<file path="config.mk">
export PLATFORM = sky130hd
export DESIGN_NAME = pointer_event_mailbox_fifo_core_flat
export DESIGN_NICKNAME = d
export VERILOG_FILES = /design/src/pemf_pkg.sv /design/src/pemf_intf.sv /design/src/pointer_event_mailbox_fifo_core.sv /design/src/flat_wrapper.sv
export SDC_FILE = /design/constraint.sdc
export NUM_CORES = 2
export LEC_CHECK = 0
export ABC_CLOCK_PERIOD_IN_PS = 6500
export BUFFER_PORTS_ARGS = -buffer_cell sky130_fd_sc_hd__buf_2
export CORE_MARGIN = 2
export CORE_UTILIZATION = 55
export DETAILED_ROUTE_END_ITERATION = 8
export GPL_TIMING_DRIVEN = 0
export PLACE_DENSITY = 0.72
export SYNTH_ARGS = -nofsm -noshare
export SYNTH_HDL_FRONTEND = slang
export SYNTH_SLANG_ARGS = --single-unit
</file>
<file path="constraint.sdc">
create_clock -name clk -period 6.5 [get_ports clk]
set_input_delay 0.65 -clock clk [delete_from_list [all_inputs] [get_ports clk]]
set_output_delay 0.65 -clock clk [all_outputs]
set_load 0.01 [all_outputs]
</file>
<file path="src/pemf_pkg.sv">
// ============================================================================
// pemf_pkg
// Shared types and constants of the pointer event mailbox FIFO.
// ============================================================================
package pemf_pkg;

  localparam int DEFAULT_QUEUE_DEPTH = 64;

  // Item kinds
  localparam logic CMD_MOUSE = 1'b0;
  localparam logic CMD_PORT  = 1'b1;

  // Port commands (low byte of ECX)
  localparam logic [7:0] PC_VERSION = 8'd10;
  localparam logic [7:0] PC_DATA    = 8'd39;
  localparam logic [7:0] PC_STATUS  = 8'd40;
  localparam logic [7:0] PC_COMMAND = 8'd41;

  // Magic words and subcommands
  localparam logic [31:0] MAGIC_VERSION = 32'h564D_5868;
  localparam logic [31:0] SUB_READ_ID   = 32'h4541_4552;
  localparam logic [31:0] ID_WORD       = 32'h3442_554A;
  localparam logic [31:0] SUB_DISABLE   = 32'h0000_00F5;
  localparam logic [31:0] SUB_RELATIVE  = 32'h4C45_5252;
  localparam logic [31:0] SUB_ABSOLUTE  = 32'h5342_4152;

  localparam logic [15:0] STATUS_DISABLED = 16'hFFFF;
  localparam logic [31:0] MAX_READ        = 32'd6;

  // Guest register indexes
  localparam logic [2:0] REG_EAX = 3'd0;
  localparam logic [2:0] REG_EBX = 3'd1;

  // Queued event word slots
  localparam logic [1:0] SLOT_STATUS = 2'd0;
  localparam logic [1:0] SLOT_X      = 2'd1;
  localparam logic [1:0] SLOT_Y      = 2'd2;
  localparam logic [1:0] SLOT_DZ     = 2'd3;

  typedef enum logic [2:0] {
    S_IDLE,
    S_EXEC,
    S_PUSH,
    S_POP,
    S_DONE
  } pemf_state_t;

  // Kind of the single closing word
  typedef enum logic [2:0] {
    RK_EMPTY,
    RK_PS2,
    RK_WAKE,
    RK_MAGIC,
    RK_STATUS
  } pemf_res_kind_t;

  typedef struct packed {
    logic              cmd;
    logic [7:0]        port_command;
    logic [31:0]       port_value;
    logic signed [15:0] move_x;
    logic signed [15:0] move_y;
    logic signed [7:0]  wheel_dz;
    logic [2:0]        buttons;
  } pemf_in_word_t;

  typedef struct packed {
    logic              reg_valid;
    logic [2:0]        reg_index;
    logic [31:0]       reg_value;
    logic              ps2_valid;
    logic signed [15:0] ps2_dx;
    logic signed [15:0] ps2_dy;
    logic signed [7:0]  ps2_dz;
    logic [2:0]        ps2_buttons;
    logic              last;
  } pemf_out_word_t;

endpackage

</file>
<file path="src/pemf_intf.sv">
// ============================================================================
// pemf channel interfaces
// Valid/ready channels for input items and result words.
// ============================================================================
interface pemf_in_if;
  logic               valid;
  logic               ready;
  logic               cmd;
  logic [7:0]         port_command;
  logic [31:0]        port_value;
  logic signed [15:0] move_x;
  logic signed [15:0] move_y;
  logic signed [7:0]  wheel_dz;
  logic [2:0]         buttons;

  modport source (
    output valid, cmd, port_command, port_value, move_x, move_y, wheel_dz, buttons,
    input  ready
  );
  modport sink (
    input  valid, cmd, port_command, port_value, move_x, move_y, wheel_dz, buttons,
    output ready
  );
endinterface

interface pemf_out_if;
  logic               valid;
  logic               ready;
  logic               reg_valid;
  logic [2:0]         reg_index;
  logic [31:0]        reg_value;
  logic               ps2_valid;
  logic signed [15:0] ps2_dx;
  logic signed [15:0] ps2_dy;
  logic signed [7:0]  ps2_dz;
  logic [2:0]         ps2_buttons;
  logic               last;

  modport source (
    output valid, reg_valid, reg_index, reg_value, ps2_valid, ps2_dx, ps2_dy, ps2_dz,
           ps2_buttons, last,
    input  ready
  );
  modport sink (
    input  valid, reg_valid, reg_index, reg_value, ps2_valid, ps2_dx, ps2_dy, ps2_dz,
           ps2_buttons, last,
    output ready
  );
endinterface

</file>
<file path="src/pointer_event_mailbox_fifo_core.sv">
// ============================================================================
// pointer_event_mailbox_fifo_core
// Paravirtual pointer device: event word ring FIFO behind a command port.
// ----------------------------------------------------------------------------
// Usage:
//   in_ch  : one item per word. cmd=0 is a mouse event (move_x/move_y/
//            wheel_dz/buttons), cmd=1 a port access (port_command,
//            port_value). Ready is high only while the core is idle.
//   out_ch : result words; each item yields 1 to 6 words, the final one
//            flagged with last. reg_* words target guest registers,
//            ps2_* words are PS/2 events (pass-through or wake).
//   Flow   : accept -> decode, then an enabled mouse event with room left
//            writes 4 FIFO words (1 per cycle) and loads its wake word; a
//            data read of N words goes through one read port with registered
//            data, each next read overlapping the hand-off of the word before;
//            other items load their closing word. The core then goes idle.
//   Stall  : results sit in a single output register; while it is full and
//            the receiver holds ready low, the core waits in place before
//            loading a result word. Once the closing word is loaded the
//            core is idle and takes the next item even if that word waits.
//   Reset  : synchronous, active low. Pointers, fill count, enable and
//            absolute mode clear; the FIFO storage itself is not cleared
//            (reads are always bounded by the fill count).
// ============================================================================
module pointer_event_mailbox_fifo_core #(
  parameter int QUEUE_DEPTH = pemf_pkg::DEFAULT_QUEUE_DEPTH
) (
  input  logic  clk,
  input  logic  rst_n,
  pemf_in_if.sink    in_ch,
  pemf_out_if.source out_ch
);
  import pemf_pkg::*;

  localparam int PTR_W = $clog2(QUEUE_DEPTH);
  localparam int CNT_W = $clog2(QUEUE_DEPTH + 1);
  localparam logic [PTR_W-1:0] PTR_LAST     = PTR_W'(QUEUE_DEPTH - 1);
  localparam logic [CNT_W-1:0] CNT_FULL     = CNT_W'(QUEUE_DEPTH);
  localparam logic [CNT_W-1:0] CNT_ROOM_EVT = CNT_W'(QUEUE_DEPTH - 4);

  // FIFO storage, one write and one registered read port
  logic [31:0] mem [QUEUE_DEPTH];
  logic [31:0] mem_q_r;
  logic        mem_we;
  logic        mem_re;
  logic [31:0] mem_wd;

  pemf_state_t    state_r, state_nxt;
  pemf_res_kind_t kind_r, kind_nxt;
  pemf_in_word_t  item_r, item_nxt;
  pemf_out_word_t out_word_r, out_word_nxt;
  logic           out_valid_r, out_valid_nxt;
  logic [2:0]     idx_r, idx_nxt;   // push slot / destination register
  logic [2:0]     cnt_r, cnt_nxt;   // last push slot / pops left
  logic [PTR_W-1:0] wr_ptr_r, wr_ptr_nxt;
  logic [PTR_W-1:0] rd_ptr_r, rd_ptr_nxt;
  logic [CNT_W-1:0] fill_r, fill_nxt;
  logic           enabled_r, enabled_nxt;
  logic           absolute_r, absolute_nxt;

  logic           out_free;
  logic           in_accept;
  pemf_out_word_t done_word;
  logic [31:0]    x_word, y_word, dz_word;

  assign in_ch.ready = (state_r == S_IDLE);
  assign in_accept   = in_ch.valid && in_ch.ready;
  assign out_free    = !out_valid_r || out_ch.ready;

  // Event coordinates: sign-extended, doubled in absolute mode; wheel delta negated
  assign x_word  = absolute_r ? {{15{item_r.move_x[15]}}, item_r.move_x, 1'b0}
                              : {{16{item_r.move_x[15]}}, item_r.move_x};
  assign y_word  = absolute_r ? {{15{item_r.move_y[15]}}, item_r.move_y, 1'b0}
                              : {{16{item_r.move_y[15]}}, item_r.move_y};
  assign dz_word = 32'd0 - {{24{item_r.wheel_dz[7]}}, item_r.wheel_dz};

  // Word written to the FIFO in the current push slot
  always_comb begin
    case (idx_r[1:0])
      SLOT_STATUS: begin
        // read-id pushes the id word; events push the button mask
        mem_wd = (item_r.cmd == CMD_PORT) ? ID_WORD
               : {26'd0, item_r.buttons[0], item_r.buttons[1], item_r.buttons[2], 3'd0};
      end
      SLOT_X:  mem_wd = x_word;
      SLOT_Y:  mem_wd = y_word;
      SLOT_DZ: mem_wd = dz_word;
      default: mem_wd = '0;
    endcase
  end

  // Closing word of an item
  always_comb begin
    done_word      = '0;
    done_word.last = 1'b1;
    case (kind_r)
      RK_PS2: begin
        done_word.ps2_valid   = 1'b1;
        done_word.ps2_dx      = item_r.move_x;
        done_word.ps2_dy      = item_r.move_y;
        done_word.ps2_dz      = item_r.wheel_dz;
        done_word.ps2_buttons = item_r.buttons;
      end
      RK_WAKE: begin
        done_word.ps2_valid = 1'b1;
        done_word.ps2_dx    = 16'sd1;
      end
      RK_MAGIC: begin
        done_word.reg_valid = 1'b1;
        done_word.reg_index = REG_EBX;
        done_word.reg_value = MAGIC_VERSION;
      end
      RK_STATUS: begin
        done_word.reg_valid = 1'b1;
        done_word.reg_index = REG_EAX;
        done_word.reg_value = {(enabled_r ? 16'd0 : STATUS_DISABLED), 16'(fill_r)};
      end
      default: ;
    endcase
  end

  // Sequencer: next state and datapath control
  always_comb begin
    state_nxt     = state_r;
    kind_nxt      = kind_r;
    item_nxt      = item_r;
    out_word_nxt  = out_word_r;
    out_valid_nxt = out_valid_r;
    idx_nxt       = idx_r;
    cnt_nxt       = cnt_r;
    wr_ptr_nxt    = wr_ptr_r;
    rd_ptr_nxt    = rd_ptr_r;
    fill_nxt      = fill_r;
    enabled_nxt   = enabled_r;
    absolute_nxt  = absolute_r;
    mem_we        = 1'b0;
    mem_re        = 1'b0;

    if (out_valid_r && out_ch.ready) begin
      out_valid_nxt = 1'b0;
    end

    unique case (state_r)
      S_IDLE: begin
        if (in_accept) begin
          item_nxt.cmd          = in_ch.cmd;
          item_nxt.port_command = in_ch.port_command;
          item_nxt.port_value   = in_ch.port_value;
          item_nxt.move_x       = in_ch.move_x;
          item_nxt.move_y       = in_ch.move_y;
          item_nxt.wheel_dz     = in_ch.wheel_dz;
          item_nxt.buttons      = in_ch.buttons;
          state_nxt             = S_EXEC;
        end
      end

      S_EXEC: begin
        kind_nxt  = RK_EMPTY;
        state_nxt = S_DONE;
        idx_nxt   = 3'd0;
        if (item_r.cmd == CMD_MOUSE) begin
          if (!enabled_r) begin
            kind_nxt = RK_PS2;
          end else if (fill_r <= CNT_ROOM_EVT) begin
            kind_nxt  = RK_WAKE;
            cnt_nxt   = 3'd3;
            state_nxt = S_PUSH;
          end
        end else begin
          unique case (item_r.port_command)
            PC_VERSION: kind_nxt = RK_MAGIC;
            PC_STATUS:  kind_nxt = RK_STATUS;
            PC_DATA: begin
              if (item_r.port_value > MAX_READ
                  || item_r.port_value > 32'(fill_r)) begin
                enabled_nxt = 1'b0;
              end else if (item_r.port_value != 32'd0) begin
                // first read goes out now; data lands next cycle
                mem_re     = 1'b1;
                rd_ptr_nxt = (rd_ptr_r == PTR_LAST) ? '0 : rd_ptr_r + 1'b1;
                fill_nxt   = fill_r - 1'b1;
                cnt_nxt    = item_r.port_value[2:0];
                state_nxt  = S_POP;
              end
            end
            PC_COMMAND: begin
              if (item_r.port_value == SUB_READ_ID) begin
                if (fill_r < CNT_FULL) begin
                  enabled_nxt = 1'b1;
                  cnt_nxt     = 3'd0;
                  state_nxt   = S_PUSH;
                end
              end else if (item_r.port_value == SUB_DISABLE) begin
                enabled_nxt = 1'b0;
              end else if (item_r.port_value == SUB_RELATIVE) begin
                absolute_nxt = 1'b0;
              end else if (item_r.port_value == SUB_ABSOLUTE) begin
                absolute_nxt = 1'b1;
              end
            end
            default: ;
          endcase
        end
      end

      S_PUSH: begin
        mem_we     = 1'b1;
        wr_ptr_nxt = (wr_ptr_r == PTR_LAST) ? '0 : wr_ptr_r + 1'b1;
        fill_nxt   = fill_r + 1'b1;
        idx_nxt    = idx_r + 1'b1;
        if (idx_r == cnt_r) begin
          state_nxt = S_DONE;
        end
      end

      S_POP: begin
        if (out_free) begin
          out_valid_nxt          = 1'b1;
          out_word_nxt           = '0;
          out_word_nxt.reg_valid = 1'b1;
          out_word_nxt.reg_index = idx_r;
          out_word_nxt.reg_value = mem_q_r;
          out_word_nxt.last      = (cnt_r == 3'd1);
          idx_nxt                = idx_r + 1'b1;
          cnt_nxt                = cnt_r - 1'b1;
          if (cnt_r == 3'd1) begin
            state_nxt = S_IDLE;
          end else begin
            // overlap the next read with this word's hand-off
            mem_re     = 1'b1;
            rd_ptr_nxt = (rd_ptr_r == PTR_LAST) ? '0 : rd_ptr_r + 1'b1;
            fill_nxt   = fill_r - 1'b1;
          end
        end
      end

      S_DONE: begin
        if (out_free) begin
          out_valid_nxt = 1'b1;
          out_word_nxt  = done_word;
          state_nxt     = S_IDLE;
        end
      end

      default: state_nxt = S_IDLE;
    endcase
  end

  always_ff @(posedge clk) begin
    if (!rst_n) begin
      state_r     <= S_IDLE;
      out_valid_r <= 1'b0;
      wr_ptr_r    <= '0;
      rd_ptr_r    <= '0;
      fill_r      <= '0;
      enabled_r   <= 1'b0;
      absolute_r  <= 1'b0;
    end else begin
      state_r     <= state_nxt;
      out_valid_r <= out_valid_nxt;
      wr_ptr_r    <= wr_ptr_nxt;
      rd_ptr_r    <= rd_ptr_nxt;
      fill_r      <= fill_nxt;
      enabled_r   <= enabled_nxt;
      absolute_r  <= absolute_nxt;
    end
  end

  // Payload and sequencer scratch, no reset
  always_ff @(posedge clk) begin
    kind_r     <= kind_nxt;
    item_r     <= item_nxt;
    out_word_r <= out_word_nxt;
    idx_r      <= idx_nxt;
    cnt_r      <= cnt_nxt;
  end

  // FIFO memory
  always_ff @(posedge clk) begin
    if (mem_we) begin
      mem[wr_ptr_r] <= mem_wd;
    end
    if (mem_re) begin
      mem_q_r <= mem[rd_ptr_r];
    end
  end

  assign out_ch.valid       = out_valid_r;
  assign out_ch.reg_valid   = out_word_r.reg_valid;
  assign out_ch.reg_index   = out_word_r.reg_index;
  assign out_ch.reg_value   = out_word_r.reg_value;
  assign out_ch.ps2_valid   = out_word_r.ps2_valid;
  assign out_ch.ps2_dx      = out_word_r.ps2_dx;
  assign out_ch.ps2_dy      = out_word_r.ps2_dy;
  assign out_ch.ps2_dz      = out_word_r.ps2_dz;
  assign out_ch.ps2_buttons = out_word_r.ps2_buttons;
  assign out_ch.last        = out_word_r.last;

endmodule

</file>
<file path="src/flat_wrapper.sv">
// flat-port wrapper written by rule: the top's interface ports become plain ports
module pointer_event_mailbox_fifo_core_flat import pemf_pkg::*;
#(
  parameter int QUEUE_DEPTH = pemf_pkg::DEFAULT_QUEUE_DEPTH
)
  (clk, rst_n, in_ch_valid, in_ch_cmd, in_ch_port_command, in_ch_port_value, in_ch_move_x, in_ch_move_y, in_ch_wheel_dz, in_ch_buttons, in_ch_ready, out_ch_valid, out_ch_reg_valid, out_ch_reg_index, out_ch_reg_value, out_ch_ps2_valid, out_ch_ps2_dx, out_ch_ps2_dy, out_ch_ps2_dz, out_ch_ps2_buttons, out_ch_last, out_ch_ready);
  pemf_in_if in_ch_i ();
  pemf_out_if out_ch_i ();
  input  logic clk;
  input  logic rst_n;
  input wire logic [$bits(in_ch_i.valid)-1:0] in_ch_valid;
  input wire logic [$bits(in_ch_i.cmd)-1:0] in_ch_cmd;
  input wire logic [$bits(in_ch_i.port_command)-1:0] in_ch_port_command;
  input wire logic [$bits(in_ch_i.port_value)-1:0] in_ch_port_value;
  input wire logic [$bits(in_ch_i.move_x)-1:0] in_ch_move_x;
  input wire logic [$bits(in_ch_i.move_y)-1:0] in_ch_move_y;
  input wire logic [$bits(in_ch_i.wheel_dz)-1:0] in_ch_wheel_dz;
  input wire logic [$bits(in_ch_i.buttons)-1:0] in_ch_buttons;
  output wire logic [$bits(in_ch_i.ready)-1:0] in_ch_ready;
  output wire logic [$bits(out_ch_i.valid)-1:0] out_ch_valid;
  output wire logic [$bits(out_ch_i.reg_valid)-1:0] out_ch_reg_valid;
  output wire logic [$bits(out_ch_i.reg_index)-1:0] out_ch_reg_index;
  output wire logic [$bits(out_ch_i.reg_value)-1:0] out_ch_reg_value;
  output wire logic [$bits(out_ch_i.ps2_valid)-1:0] out_ch_ps2_valid;
  output wire logic [$bits(out_ch_i.ps2_dx)-1:0] out_ch_ps2_dx;
  output wire logic [$bits(out_ch_i.ps2_dy)-1:0] out_ch_ps2_dy;
  output wire logic [$bits(out_ch_i.ps2_dz)-1:0] out_ch_ps2_dz;
  output wire logic [$bits(out_ch_i.ps2_buttons)-1:0] out_ch_ps2_buttons;
  output wire logic [$bits(out_ch_i.last)-1:0] out_ch_last;
  input wire logic [$bits(out_ch_i.ready)-1:0] out_ch_ready;
  assign in_ch_i.valid = in_ch_valid;
  assign in_ch_i.cmd = in_ch_cmd;
  assign in_ch_i.port_command = in_ch_port_command;
  assign in_ch_i.port_value = in_ch_port_value;
  assign in_ch_i.move_x = in_ch_move_x;
  assign in_ch_i.move_y = in_ch_move_y;
  assign in_ch_i.wheel_dz = in_ch_wheel_dz;
  assign in_ch_i.buttons = in_ch_buttons;
  assign in_ch_ready = in_ch_i.ready;
  assign out_ch_valid = out_ch_i.valid;
  assign out_ch_reg_valid = out_ch_i.reg_valid;
  assign out_ch_reg_index = out_ch_i.reg_index;
  assign out_ch_reg_value = out_ch_i.reg_value;
  assign out_ch_ps2_valid = out_ch_i.ps2_valid;
  assign out_ch_ps2_dx = out_ch_i.ps2_dx;
  assign out_ch_ps2_dy = out_ch_i.ps2_dy;
  assign out_ch_ps2_dz = out_ch_i.ps2_dz;
  assign out_ch_ps2_buttons = out_ch_i.ps2_buttons;
  assign out_ch_last = out_ch_i.last;
  assign out_ch_i.ready = out_ch_ready;
  pointer_event_mailbox_fifo_core #(.QUEUE_DEPTH(QUEUE_DEPTH)) u_core (.clk(clk), .rst_n(rst_n), .in_ch(in_ch_i), .out_ch(out_ch_i));
endmodule
</file>
=== Word level (Yosys, flattened, before mapping) ===
Memory sizes are Yosys's and may differ from the RTL's. A register that Yosys moved wholly into a read port is not among the register bits.
Index checks and enable logic that the tools add are counted.

* Flip-flop bits (word level): 199
* Bits in writable memories: 2048
* Input port bits: 88
* Output and inout port bits: 83
* Logic and storage cells: 183
* Memories: 1

* Add/sub/neg operators: 7
* Magnitude comparators: 4
* Equal/unequal tests: 43
* Mux-type cells: 77
* Bitwise logic cells: 2
* Reductions and logical operators: 23

{| class="wikitable"
|+ Memory list
! name !! depth !! bits a word !! rd ports !! clocked after Yosys merged registers in !! wr ports !! RTL line !! RTL
|-
| u_core.mem || 64 || 32 || 1 || 1 || 1 || pointer_event_mailbox_fifo_core.sv:42 || <nowiki>logic [31:0] mem [QUEUE_DEPTH];</nowiki>
|}

{| class="wikitable"
|+ Operators by type and width
! cell !! count
|-
| $mux W81 || 2
|-
| $pmux W81 S2 || 1
|-
| $pmux W32 S4 || 1
|-
| $eq A32 B31 Y1 const B || 3
|-
| $pmux W36 S2 || 1
|-
| $mux W3 || 23
|-
| $mux W16 || 3
|-
| $mux W6 || 8
|-
| $mux W7 || 6
|-
| $pmux W17 S2 || 1
|-
| $eq A32 B8 Y1 const B || 1
|-
| $gt A32 B3 Y1 const B || 1
|-
| $gt A32 B7 Y1 || 1
|-
| $reduce_bool A32 Y1 || 1
|-
| $mux W30 || 1
|-
| $mux W27 || 1
|-
| $eq A8 B6 Y1 const B || 3
|-
| $pmux W3 S2 || 4
|-
| $pmux W7 S3 || 1
|-
| $ne A4 B4 Y1 const B || 5
|-
| $mux W1 || 18
|-
| $pmux W3 S5 || 1
|-
| $ne A2 B1 Y1 const B || 7
|-
| $reduce_and A7 Y1 || 2
|-
| other kinds (37) || 60
|}

=== Depth between registers and ports, before layout ===
* Depth after elaboration: 7
* Mapped depth: 10
* Gate-level depth less buffers: 10

=== Worst setup path before layout ===
No wires, ideal clock.

* Path type: reg-to-reg
* Start point: reg u_core.state_r[0]
* End point: reg u_core.out_word_r (netlist bit u_core.out_ch.last) (enable)
* Library setup time: 519 ps
* Arrival time: 4704 ps
* Required time: 5981 ps
* Slack: 1277 ps
* Cell stages (with the launch flop): 7
* Buffers on the path: 3
* Period minus slack after synthesis: 5223 ps
* Path through: dfxtp_1 -> clkbuf_1 -> nor2_1 -> nand2_1 -> clkbuf_1 -> clkbuf_1 -> a21oi_1

* Word-level cells in the longest chain between the ends: 3
* Elaborated cells on any way between the ends: 6
* Those cells by class: 4 x eq/ne; 2 x reduce/logical

{| class="wikitable"
|+ Ends and longest elaborated chain
! item !! RTL line !! RTL
|-
| start: declaration || pointer_event_mailbox_fifo_core.sv:48 || <nowiki>pemf_state_t state_r, state_nxt;</nowiki>
|-
| start signal: assignment || pointer_event_mailbox_fifo_core.sv:259 || <nowiki>state_r <= state_nxt;</nowiki>
|-
| $eq A3 B3 Y1 / $eq A3 B2 Y1 (equally long branches) || pointer_event_mailbox_fifo_core.sv:143 || <nowiki>unique case (state_r)</nowiki>
|-
| $ne A2 B1 Y1 (no source line) / $reduce_bool A2 Y1 (equally long branches) || n/a ||
|-
| $reduce_and A3 Y1 (no source line) * || n/a ||
|-
| end signal: assignment || pointer_event_mailbox_fifo_core.sv:273 || <nowiki>out_word_r <= out_word_nxt;</nowiki>
|-
| end: declaration || pointer_event_mailbox_fifo_core.sv:51 || <nowiki>pemf_out_word_t out_word_r, out_word_nxt;</nowiki>
|}

Mark *: on every way between the ends. The rest lies on a longest branch, timed or not.
A chain may end at the register's enable or synchronous reset.

==> summary by stage <==
Synthesis
The fraction of registers with async set/reset is 0%. Dividing the synthesized area by the synthesized cell count gives roughly 21 sq um. The number of distinct library cells after synthesis is 64. The number of synthesized flops with an enable pin is approximately 1300. Sequential elements use between 70 and 80% of the synthesized area. Yosys printed 0 warnings. The gate count of the mapped netlist is about 2500. The post-synthesis register bit count is about 1400. The most used flip-flop cell after synthesis is sky130_fd_sc_hd__edfxtp_1. The area of the mapped netlist is between 50000 and 60000 sq um.

The post-synth net total is about 2600.

Drt
The routed wire length is 132000 um. The via count is between 20000 and 30000. For this block, the initial DRC count from the detailed router was roughly 3900.

Dividing the detail-routed via count by the number of cells gives 6.43. The DRC violations left is 0. Once detail routing completed, the nets flagged for antenna violations numbered 0.

The detailed-router iteration count before antenna repair is 6. The routed wirelength normalized by instance count is between 30 and 40 um.

STA
Timing would allow up to between 200 and 250 MHz. Across the routed clock network, the largest skew measured is 0.0287 ns. The number of hold-slack violations in the final timing report is 0. The number of failing setup endpoints in the final timing report is 0. Dividing the final minimum period by the clock period gives between 60 and 70%.

The setup TNS after final layout is 0 ns. The minimum clock period is approximately 4.1 ns. On the final layout, the worst hold slack is about 0.093 ns. The transition time at the pin with the least slew margin is 1.29 ns. The worst setup slack after layout is about 2.4 ns.

The final count of pins violating max slew is 0. The max-slew headroom at the worst pin is a little over an eighth. Setup repair after global routing left no endpoint under its margin.

Clocking
The later pin in the worst-skew pair is clocked with a latency of around 0.73 ns. Post-CTS timing repair inserted 0 buffers for setup. The clock sink count is 1357.

TritonCTS built the clock tree. Counting along the longest clock path gives a buffer depth of 3. Buffers inserted during clock tree synthesis total roughly 140. The clock-pin transition on the worst setup and hold timing paths is 0.06 ns.

After clock tree synthesis, the flow added hold-fix buffers numbering 0. The number of H-tree branching levels is 4. The clock tree root buffer cell is sky130_fd_sc_hd__clkbuf_16. The number of resized instances in the post-cts repair step is 0.

Floorplanning
The horizontal extent of the die is between 300 and 400 um. The placement row count is ~110. The I/O pin count is ~170. The vertical die dimension is approximately 310 um. The effective utilization at floorplan is ~56%. The die covers ~99000 sq um. The core area is 95300 sq um.

Critical path
The required time at the endpoint of the critical path is 6.97 ns. The slowest stage of the critical path belongs to the cell sky130_fd_sc_hd__buf_1. The kind of launch point of the worst setup path is a register.

The largest fanout of any net on the critical path is 10. The worst setup path is of the register to register kind. The critical path goes through clkbuf_1, clkbuf_1, buf_1, mux4_2, mux4_2, a22oi_1, nand2_1. The biggest cell delay along the critical path is 0.69 ns. At the worst endpoint, the arrival time is 4.57 ns. The worst setup path is captured at a register.

Global routing
The initial antenna violation count came to 2. The first global-routing pass estimated roughly 190000 um of wire. The via count of the first global-routing pass was between 20000 and 30000. The overall fraction of global-route tracks in use is between 20% and 30%. Entering global routing, the biggest net connects 49 pins. The total overflow left after global routing is 0.

Pwr
The leakage power is approximately 19 nW. The maximum resistive drop on vdd is between 0.2 and 0.3 mV. In this run the power density over the cells is between 300 and 400 nW/um^2.

Finish
Leaving out filler cells and counting taps, the final layout contains ~4200. The area of the multi-input gates is between 10000 and 15000 sq um. The sequential cells in the finished layout cover a total of slightly above 40000 sq um.

The library cell used most frequently in the layout, excluding fill and tap cells, is sky130_fd_sc_hd__edfxtp_1. The fraction of final layout cells sized beyond drive strength 1 is about a third. The number of fillers in the final layout is about 6000.

The top cell types in the final layout, fill and taps aside, are sky130_fd_sc_hd__edfxtp_1, sky130_fd_sc_hd__mux4_2, sky130_fd_sc_hd__buf_2, sky130_fd_sc_hd__clkbuf_16, sky130_fd_sc_hd__clkbuf_1. The final layout contains 2988 nets. Relative to the synthesized area, the layout overhead comes to 16.4%.

Run
The max-capacitance violation count is 0.

Worst hold path
The class of the tightest hold or removal check is input pin to register.

Place
The number of cells in the design after placement is 4004. Buffers placed on the I/O ports in this run total 170. The detailed-placement wirelength estimate is roughly 90000 um.

At the end of routability-driven placement, the weighted congestion stood at between 0.9 and 1. At the placement stage, the worst setup path has a slack of ~2.5 ns.

Run status
The flow ran to the end, and the final reports show no timing, DRC or antenna violations.
-- routing by layer --
| layer | up-vias | GRT usage [%] | share of wire (%) |
|---|---|---|---|
| met5 | - | 0 | 0 |
| met4 | 0 | 9.56 | 3.4 |
| met3 | 254 | 5.63 | 9.3 |
| met2 | 1553 | 44.0 | 49 |
| met1 | 14300 | 36.8 | 38 |
| li1 | 11200 | - | - |
-- sequential cells by signal, summed over array words and instances, names as in the netlist, 7 cells and up --
| register | count |
|---|---|
| u_core.out_ch.ps2_dy | 16 |
| u_core.mem_q_r | 18 |
| u_core.item_r | 84 |
| u_core.mem | 1152 |
| u_core.out_ch.ps2_dz | 8 |
| u_core.out_ch.ps2_dx | 16 |
| u_core.fill_r | 7 |
| u_core.out_ch.reg_value | 20 |
-- cell families after synthesis --
| family | synth area share, % |
|---|---|
| AO/OA/AOI/OAI | 2.25 |
| AND/OR/NAND/NOR | 3.59 |
| XOR/XNOR | 0.281 |
| adder cells (fa/ha/maj) | 0.533 |
| multiplexers | 15.8 |
| flip-flops | 76.3 |
| buffers and inverters | 1.25 |
-- cell usage after synthesis, drive strengths merged (14+ instances only) --
cell type / n / area (sq um)
edfxtp: 1332 / 40000
mux4: 358 / 8060
nor2: 102 / 383
clkbuf: 81 / 304
nand2: 69 / 259
buf: 57 / 272
and2: 54 / 338
a22oi: 46 / 345
a21oi: 34 / 174
nand3: 26 / 130
dfxtp: 25 / 500
nor3: 24 / 120
ha: 21 / 263
inv: 21 / 78.8
mux2: 21 / 236
o21ai: 21 / 105
nor4: 14 / 118
-- area by class of cell --
cell class	count	share of cell area, %
antenna	1	0.00405
buffer	138	0.932
clock buffer	165	5.90
clock inverter	76	0.981
inverter	23	0.140
multi-input combinational	960	19.9
sequential	1357	65.6
tap	1265	2.56
timing repair buffer	261	4.02
-- stage by stage --
| stage | instance area, sq um | total power, mW | util, % |
|---|---|---|---|
| global placement | 55500 | 13.5 | 58.2 |
| floorplan | 53100 | 12.4 | - |
| detailed placement | 57500 | 13.8 | 60.3 |
| global route | 61700 | 21.7 | 64.8 |
| CTS | 61700 | 21.2 | 64.8 |
| finish | 61700 | 21.1 | 64.8 |
-- final timing paths --
kind / from / endpoint / slack [ns] / cells after the start
worst max register to register: u_core.rd_ptr_r[1] / u_core.mem_q_r[6] / 2.39 / 7
worst min-delay path: in_ch_wheel_dz[7] / u_core.item_r[10] / 0.09 / 1
worst min register to register: u_core.item_r[26] / u_core.out_ch.ps2_dy[15] / 0.56 / 1
worst max-delay path: u_core.rd_ptr_r[1] / u_core.mem_q_r[6] / 2.39 / 7
-- power by group --
| part | internal, mW | switching (mW) | leakage [nW] |
|---|---|---|---|
| clock network | 4.27 | 3.21 | 2.08 |
| registers | 10.8 | 0.144 | 12.3 |
| logic | 0.776 | 1.87 | 4.88 |
-- worst max-delay path, delay by kind of cell, from the launching register on --
kind,cells,cell delay [ns]
mux,2,1.06
flops,1,0.40
buf+inv,3,1.96
compound gates,1,0.27
simple gates,1,0.12
No activity file was read; power rests on OpenSTA's default activity.
